==> config.mk <==
export PLATFORM = sky130hd
export DESIGN_NAME = scrolling_led_matrix_scanner
export DESIGN_NICKNAME = d
export VERILOG_FILES = /design/src/hdl/slms_pkg.sv /design/src/hdl/slms_ram.sv /design/src/hdl/scrolling_led_matrix_scanner.sv
export SDC_FILE = /design/constraint.sdc
export NUM_CORES = 2
export LEC_CHECK = 0
export ABC_AREA = 1
export CORE_MARGIN = 5
export CORE_UTILIZATION = 35
export DETAILED_ROUTE_END_ITERATION = 16
export DONT_BUFFER_PORTS = 1
export PLACE_DENSITY_LB_ADDON = 0.2
export REMOVE_ABC_BUFFERS = 1
export SLEW_MARGIN = 20
export SYNTH_ARGS = -nofsm -noshare
export SYNTH_HDL_FRONTEND = slang
export SYNTH_SLANG_ARGS = --single-unit
==> constraint.sdc <==
create_clock -name i_clk -period 6.4 [get_ports i_clk]
set_clock_uncertainty 0.15 [all_clocks]
set_input_delay 0.64 -clock i_clk [delete_from_list [all_inputs] [get_ports i_clk]]
set_output_delay 0.64 -clock i_clk [all_outputs]
set_load 0.005 [all_outputs]
==> src/hdl/slms_pkg.sv <==
// ============================================================================
// slms_pkg
// Shared types and constants for the scrolling LED matrix scanner.
// ============================================================================
`default_nettype none

package slms_pkg;

    // Geometry of the display and the character window.
    localparam int unsigned GLYPH_COLS   = 5;
    localparam int unsigned WINDOW_CHARS = 5;
    localparam int unsigned WIN_DEPTH    = GLYPH_COLS * WINDOW_CHARS;
    localparam int unsigned WIN_IW       = $clog2(WIN_DEPTH);

    // Window index where a newly entering character lands after a shift.
    localparam logic [WIN_IW-1:0] SHIFT_BASE = WIN_IW'(WIN_DEPTH - GLYPH_COLS);

    localparam logic [7:0] SPEED_RESET = 8'd50;

    // Command codes of an input item.
    localparam logic [1:0] CMD_TICK  = 2'd0;
    localparam logic [1:0] CMD_LOAD  = 2'd1;
    localparam logic [1:0] CMD_START = 2'd2;

    // Configuration register indexes.
    localparam logic REG_SCROLL_SPEED   = 1'b0;
    localparam logic REG_MESSAGE_LENGTH = 1'b1;

    typedef struct packed {
        logic [1:0] command;
        logic [5:0] char_index;
        logic [2:0] column_index;
        logic [7:0] column_bits;
    } t_in_item;

    typedef struct packed {
        logic [7:0] row_bits;
        logic [2:0] column_select;
        logic [1:0] block_select;
    } t_out_item;

endpackage

`default_nettype wire

==> src/hdl/slms_ram.sv <==
// ============================================================================
// slms_ram
// Generic single-write, single-read RAM with a registered read port.
// ============================================================================
`default_nettype none

module slms_ram #(
    parameter int WIDTH = 8,
    parameter int DEPTH = 320,
    parameter int AW    = $clog2(DEPTH)
) (
    input  wire logic             i_clk,
    input  wire logic             i_we,
    input  wire logic [AW-1:0]    i_waddr,
    input  wire logic [WIDTH-1:0] i_wdata,
    input  wire logic [AW-1:0]    i_raddr,
    output logic      [WIDTH-1:0] o_rdata
);

    logic [WIDTH-1:0] r_mem [DEPTH];
    logic [WIDTH-1:0] r_rdata;

    always_ff @(posedge i_clk) begin
        if (i_we) begin
            r_mem[i_waddr] <= i_wdata;
        end
        r_rdata <= r_mem[i_raddr];
    end

    assign o_rdata = r_rdata;

endmodule

`default_nettype wire

==> src/hdl/scrolling_led_matrix_scanner.sv <==
// ============================================================================
// scrolling_led_matrix_scanner
// Column scanner for a scrolling message shown on four multiplexed 5-column
// LED character blocks, with a message store and a five-character window.
// ============================================================================
//
//  Channel   Direction  Handshake                 Contents
//  --------  ---------  ------------------------  ---------------------------
//  input     in         i_in_valid / o_in_ready   command, char, column, bits
//  output    out        o_out_valid / i_out_ready row bits, column, block
//  config    in         i_cfg_we                  scroll speed, message length
//
// A load or an unused command stays in idle; a load writes the message RAM at its transfer.
// A tick passes through its compute state, then a fill when the window shifts: the entering
// character is read through the single RAM read port one glyph column per cycle, then a drain
// state takes the last read data. A start on an empty message stays idle; otherwise it fills
// up to five characters, then drains. Reset clears the window, scan counters and registers,
// never the message RAM. A tick waits in its compute state while the output register is full.
// ============================================================================
`default_nettype none

module scrolling_led_matrix_scanner #(
    parameter int MAX_CHARS = 64
) (
    input  wire logic                 i_clk,
    input  wire logic                 i_rst_n,
    input  wire logic                 i_in_valid,
    output logic                      o_in_ready,
    input  wire slms_pkg::t_in_item   i_in_data,
    output logic                      o_out_valid,
    input  wire logic                 i_out_ready,
    output slms_pkg::t_out_item       o_out_data,
    input  wire logic                 i_cfg_we,
    input  wire logic                 i_cfg_index,
    input  wire logic [7:0]           i_cfg_data
);

    // Width of a message character pointer and of a message RAM address.
    localparam int CW      = $clog2(MAX_CHARS);
    localparam int AW      = $clog2(MAX_CHARS * 5);
    localparam int MAX_LEN = (MAX_CHARS > 127) ? 127 : MAX_CHARS;
    localparam int CMPW    = (CW + 1 > 7) ? CW + 1 : 7;
    localparam int WIW     = slms_pkg::WIN_IW;

    typedef enum logic [3:0] {
        S_IDLE  = 4'b0001,
        S_TICK  = 4'b0010,
        S_FILL  = 4'b0100,
        S_DRAIN = 4'b1000
    } t_state;

    t_state           r_state, n_state;
    logic [7:0]       r_speed;
    logic [6:0]       r_len;
    logic [7:0]       r_win [slms_pkg::WIN_DEPTH];
    logic [7:0]       n_win [slms_pkg::WIN_DEPTH];
    logic [1:0]       r_blk, n_blk;
    logic [2:0]       r_col, n_col;
    logic [2:0]       r_scr, n_scr;
    logic [7:0]       r_spd, n_spd;
    logic [CW-1:0]    r_next, n_next;
    logic [AW-1:0]    r_addr, n_addr;
    logic [WIW-1:0]   r_widx, n_widx;
    logic [WIW-1:0]   r_cnt, n_cnt;
    logic             r_rd_pend;
    logic [WIW-1:0]   r_rd_widx;
    logic             r_out_valid, n_out_valid;
    slms_pkg::t_out_item r_out, n_out;

    logic             in_xfer;
    logic [6:0]       eff_len;
    logic             out_space;
    logic [4:0]       pos;
    logic [2:0]       slot;
    logic [4:0]       slot_base;
    logic             gap;
    logic [WIW-1:0]   rd_idx;
    logic [7:0]       row;
    logic [7:0]       spd_inc;
    logic [CW-1:0]    ch_sel;
    logic [CW:0]      ch_inc;
    logic [CW-1:0]    start_next;
    logic [WIW-1:0]   start_cnt;
    logic             ld_we;
    logic [8:0]       ld_addr9;
    logic [7:0]       ram_rdata;

    assign in_xfer   = i_in_valid && o_in_ready;
    assign out_space = !r_out_valid || i_out_ready;

    // Message lengths beyond the store capacity act as the capacity.
    assign eff_len = (r_len > 7'(MAX_LEN)) ? 7'(MAX_LEN) : r_len;

    // Load address is char * 5 + column, formed with a shift and an add.
    assign ld_addr9 = {1'b0, i_in_data.char_index, 2'b00} + {3'b000, i_in_data.char_index}
                    + {6'b0, i_in_data.column_index};
    assign ld_we    = in_xfer && (i_in_data.command == slms_pkg::CMD_LOAD)
                    && (i_in_data.column_index < 3'(slms_pkg::GLYPH_COLS))
                    && ({3'b000, i_in_data.char_index} < 9'(MAX_CHARS));

    slms_ram #(
        .WIDTH (8),
        .DEPTH (MAX_CHARS * 5),
        .AW    (AW)
    ) u_store (
        .i_clk   (i_clk),
        .i_we    (ld_we),
        .i_waddr (AW'(ld_addr9)),
        .i_wdata (i_in_data.column_bits),
        .i_raddr (r_addr),
        .o_rdata (ram_rdata)
    );

    // Scan position in column slots: block * 6 + column + scroll. Each
    // character owns six slots, the last of which is the blank gap.
    assign pos = 5'({r_blk, 2'b00}) + 5'({r_blk, 1'b0}) + 5'(r_col) + 5'(r_scr);

    always_comb begin
        if (pos >= 5'd24) begin
            slot = 3'd4;
        end else if (pos >= 5'd18) begin
            slot = 3'd3;
        end else if (pos >= 5'd12) begin
            slot = 3'd2;
        end else if (pos >= 5'd6) begin
            slot = 3'd1;
        end else begin
            slot = 3'd0;
        end
    end

    assign slot_base = 5'({slot, 2'b00}) + 5'({slot, 1'b0});
    assign gap       = (pos - slot_base) == 5'd5;
    // The window holds five columns per character, so the gap slots drop out.
    assign rd_idx    = WIW'(pos - 5'(slot));
    assign row       = gap ? 8'd0 : r_win[rd_idx];

    assign spd_inc = r_spd + 8'd1;

    // Character that enters on a shift; a stale pointer falls back to zero.
    assign ch_sel = (CMPW'(r_next) >= CMPW'(eff_len)) ? '0 : r_next;
    assign ch_inc = {1'b0, ch_sel} + (CW + 1)'(1);

    // After a start the next character is five modulo the length.
    always_comb begin
        case (eff_len)
            7'd0, 7'd1, 7'd5: start_next = '0;
            7'd2, 7'd4:       start_next = CW'(1);
            7'd3:             start_next = CW'(2);
            default:          start_next = CW'(5);
        endcase
    end

    always_comb begin
        case (eff_len)
            7'd0:    start_cnt = WIW'(0);
            7'd1:    start_cnt = WIW'(5);
            7'd2:    start_cnt = WIW'(10);
            7'd3:    start_cnt = WIW'(15);
            7'd4:    start_cnt = WIW'(20);
            default: start_cnt = WIW'(slms_pkg::WIN_DEPTH);
        endcase
    end

    // Sequencer: one RAM read per cycle through the shared address counter.
    always_comb begin
        n_state     = r_state;
        n_blk       = r_blk;
        n_col       = r_col;
        n_scr       = r_scr;
        n_spd       = r_spd;
        n_next      = r_next;
        n_addr      = r_addr;
        n_widx      = r_widx;
        n_cnt       = r_cnt;
        n_out       = r_out;
        n_out_valid = r_out_valid && !i_out_ready;
        n_win       = r_win;

        // Read data of the previous fill cycle lands in the window.
        if (r_rd_pend) begin
            n_win[r_rd_widx] = ram_rdata;
        end

        case (r_state)
            S_IDLE: begin
                if (in_xfer) begin
                    case (i_in_data.command)
                        slms_pkg::CMD_TICK: begin
                            n_state = S_TICK;
                        end
                        slms_pkg::CMD_START: begin
                            for (int k = 0; k < slms_pkg::WIN_DEPTH; k++) begin
                                n_win[k] = 8'd0;
                            end
                            n_blk  = '0;
                            n_col  = '0;
                            n_scr  = '0;
                            n_spd  = '0;
                            n_next = start_next;
                            n_addr = '0;
                            n_widx = '0;
                            n_cnt  = start_cnt;
                            if (start_cnt != '0) begin
                                n_state = S_FILL;
                            end
                        end
                        default: begin
                        end
                    endcase
                end
            end
            S_TICK: begin
                if (out_space) begin
                    n_out_valid         = 1'b1;
                    n_out.row_bits      = row;
                    n_out.column_select = r_col;
                    n_out.block_select  = r_blk;
                    n_state             = S_IDLE;
                    n_blk               = r_blk + 2'd1;
                    if (r_blk == 2'd3) begin
                        n_col = r_col + 3'd1;
                        if (r_col == 3'(slms_pkg::GLYPH_COLS - 1)) begin
                            n_col = '0;
                            if (eff_len > 7'd4) begin
                                n_spd = spd_inc;
                                if (spd_inc == r_speed) begin
                                    n_spd = '0;
                                    n_scr = r_scr + 3'd1;
                                    if (r_scr == 3'd5) begin
                                        // Shift the window left by one
                                        // character and fetch the next one.
                                        n_scr = '0;
                                        for (int k = 0; k < int'(slms_pkg::SHIFT_BASE);
                                             k++) begin
                                            n_win[k] = r_win[k + slms_pkg::GLYPH_COLS];
                                        end
                                        n_addr  = AW'({ch_sel, 2'b00}) + AW'(ch_sel);
                                        n_widx  = slms_pkg::SHIFT_BASE;
                                        n_cnt   = WIW'(slms_pkg::GLYPH_COLS);
                                        n_next  = (CMPW'(ch_inc) >= CMPW'(eff_len))
                                                ? '0 : CW'(ch_inc);
                                        n_state = S_FILL;
                                    end
                                end
                            end
                        end
                    end
                end
            end
            S_FILL: begin
                n_addr = r_addr + AW'(1);
                n_widx = r_widx + WIW'(1);
                n_cnt  = r_cnt - WIW'(1);
                if (r_cnt == WIW'(1)) begin
                    n_state = S_DRAIN;
                end
            end
            S_DRAIN: begin
                n_state = S_IDLE;
            end
            default: begin
                n_state = S_IDLE;
            end
        endcase
    end

    always_ff @(posedge i_clk) begin
        if (!i_rst_n) begin
            r_state     <= S_IDLE;
            r_speed     <= slms_pkg::SPEED_RESET;
            r_len       <= '0;
            r_blk       <= '0;
            r_col       <= '0;
            r_scr       <= '0;
            r_spd       <= '0;
            r_next      <= '0;
            r_rd_pend   <= 1'b0;
            r_out_valid <= 1'b0;
            for (int k = 0; k < slms_pkg::WIN_DEPTH; k++) begin
                r_win[k] <= 8'd0;
            end
        end else begin
            r_state     <= n_state;
            r_blk       <= n_blk;
            r_col       <= n_col;
            r_scr       <= n_scr;
            r_spd       <= n_spd;
            r_next      <= n_next;
            r_rd_pend   <= (r_state == S_FILL);
            r_out_valid <= n_out_valid;
            r_win       <= n_win;
            if (i_cfg_we) begin
                case (i_cfg_index)
                    slms_pkg::REG_SCROLL_SPEED:   r_speed <= i_cfg_data;
                    slms_pkg::REG_MESSAGE_LENGTH: r_len   <= i_cfg_data[6:0];
                    default: begin
                    end
                endcase
            end
        end
    end

    // Datapath registers without reset.
    always_ff @(posedge i_clk) begin
        r_addr    <= n_addr;
        r_widx    <= n_widx;
        r_cnt     <= n_cnt;
        r_rd_widx <= r_widx;
        r_out     <= n_out;
    end

    assign o_in_ready  = (r_state == S_IDLE);
    assign o_out_valid = r_out_valid;
    assign o_out_data  = r_out;

endmodule

`default_nettype wire

==> results.cfg <==
[floorplanning]
rows = 217
die_h_um = 603
ios = 48
die_x_um = 603
core_um2 = 350000
initial_core_util = 0.352
dieArea_um2 = 364000

[timing]
rsz0062_at_grt = false
tightest_slew_ps = 1230
fin_crit_sh = 0.889
slew_viol_final = 0
fmax_ghz = 0.176
worst_slew_margin_rel = 0.182
fin_crit_ps = 5690
setup_viol = 0
hold_viol_final = 0

[yosys]
yosys_warnings = 0
async_flop_share = 0
syn-cell-area_um2 = 123000
netlist.area_leader.share = 0.632
synth_edf_count = 2592
ys.flop_type = edfxtp_1
synth-seq-cells = 2848
synth_cells = 12000
seq_area_frac_synth = 0.674
synth.area.top_cells = edfxtp_1, nand2_1, nor2_1
yosysTopAreaCell = edfxtp_1
synth_cell_types = 45
avgSynthCellArea_um2 = 10.3

[worst_hold_path]
hold_depth = 1
hold_path.class = primary input to flop
min_from = i_in_data[3]

[worst_setup_path]
path_cells = inv_1 > fa_1 > inv_1 > fa_1 > ha_1 > fa_1 > inv_1 > o21ai_0 > nand2_1 > a21oi_2 > ha_4 > inv_1 > fa_2 > buf_4 > o21ai_0 > o21ai_0 > inv_1 > o21ai_0 > nor2_1 > o31ai_1 > nand2_1 > inv_1
critical_path_depth = 22
cp_slowest_cell = fa_1
crit_family = adder cells
required_ps = 7010
worstReg2RegStart = r_blk[0]
crit_top_cell = inv_1
arrival_ps = 6300
worst_r2r_path_depth = 22
crit_path_end_kind = flop
crit_start = r_blk[0]
critPathKind = flop to flop
crit_path_max_fanout = 39
crit_buf_inv = 7
critPathMaxStageDelay_ps = 660
startpoint_type = flop

[routing]
wire_per_inst_um = 23.8
routed_wirelength_mm = 397
highest_layer = met5
route.met2.wl_mm = 186
dr.first_iter.drc_count = 9266
drt-met1-wl_mm = 172
remaining_drc_errors = 0
drtAntennaViolNets = 0
drt_pass1_iterations = 8
routed-wl-met3_mm = 23.6
num_vias = 87900
avgViaCountPerCell = 5.27

[global_route]
grtUsageTotal = 0.212
grt_max_degree = 261
grt_first_pass_wirelength_mm = 579
grt_overflow = 0
grt_pass1_vias = 86900
antenna_found_initial = 12

[cts]
cts.path.max_buffers = 4
clk_latency_ps = 950
cts_buffers = 319
cts.sinks = 2848
root_buffer = clkbuf_16
path_clk_slew_ps = 50
post_cts_buffers = 0
h-tree-depth = 5
cts_tree = done

[final_layout]
layout_commonest_cell = nand2_1
final_util = 0.399
areaGrowthSynthToFinish_pct = 13.2
fillers = 33700
most-common-layout-cells = nand2_1, edfxtp_1, nor2_1, nand3_1, inv_1
multi_input_area_um2 = 33700
nets = 11900
final_area_um2 = 139000
seq_area_um2 = 83000
drive_gt1_frac = 0.0694

[place]
placed_cell_area_um2 = 128000
place_congestion = 0.861
place_hpwl_mm = 213
numPortBuffers = 0

[power]
power_density_nw_per_um2 = 431
ir_worst_vdd_mv = 0.384
p_leak_uw = 0.0507

[outcome]
status = completed

[run]
maxCapViolCount = 0
cell type report:
cell class,count,share of cell area
Multi-Input combinational cell,7490,0.242
Clock inverter,183,0.0132
Inverter,862,0.0235
Sequential cell,2848,0.595
Timing Repair Buffer,298,0.0238
Antenna cell,8,0.000144
Clock buffer,397,0.0616
Tap cell,4599,0.0413
metal layers:
layer / global-route usage / vias up
met5: 0 / -
met4: 0.0763 / 8
met3: 0.0248 / 656
met2: 0.347 / 3276
met1: 0.290 / 43400
li1: - / 40600
through the flow:
stage,TNS [ps],cells,setup slack [ps],power [uW],hold slack [ps]
2_1_floorplan,-742980,11200,-71340,31300,198
3_3_place_gp,0,16000,580,41400,240
3_5_place_dp,0,16000,535,41400,234
4_1_cts,0,16700,512,60300,15.4
5_1_grt,0,16700,185,63100,32.3
6_report,0,16700,710,60100,71.7
sequential cells by signal (all words and copies together), names as in the netlist, 6 cells and up:
signal           flops
o_out_data          13
r_addr               9
r_len                7
r_next               6
r_spd                8
r_speed              8
r_win              200
u_store.o_rdata      8
u_store.r_mem     2560
cell usage after synthesis, types with 13 or more instances:
cell type  count
dfxtp_1      256
o22ai_1       75
o21ai_0      813
o221ai_1      29
nand4_1      174
nor3_1        17
buf_4         45
ha_1          47
xor2_1        13
inv_1        845
nand2_1     2790
clkbuf_1     466
buf_2        196
edfxtp_1    2592
buf_1         67
or2_2         53
a21oi_1      513
o211ai_1     181
nor2_1      1656
nand3_1     1064
logic make-up (layout without fill, tap and decap cells):
logic type | after synthesis | in the layout | synth area share
AOI/OAI and AO/OA | 1636 | 1636 | 0.0723
xor gates and xnor gates | 21 | 21 | 0.00149
adders and majority gates | 56 | 56 | 0.00624
buffers and inverters | 1642 | 1740 | 0.0538
DFF | 2848 | 2848 | 0.674
other | 0 | 8 | 0
and+or+nand+nor | 5777 | 5777 | 0.193
repair_timing:
action | 4_1_cts | 5_1_grt
hold buffers | 62 | 2
setup endpoints to repair | 0 | 1
hold endpoints to repair | 1435 | 48
gates resized for setup | 0 | 1
path summary, 6_finish.rpt:
check                          end  slack (ps)
min          u_store.r_mem[167][3]          70
min reg2reg           r_rd_widx[4]         240
max                  o_out_data[8]         710
max reg2reg          o_out_data[8]         710
where the power goes:
part           total, uW  switching, uW  internal (uW)
registers          20800            241          20500
logic              20900          15500           5360
clock network      18400           7560          10900
(Power assumes the default switching activity.)
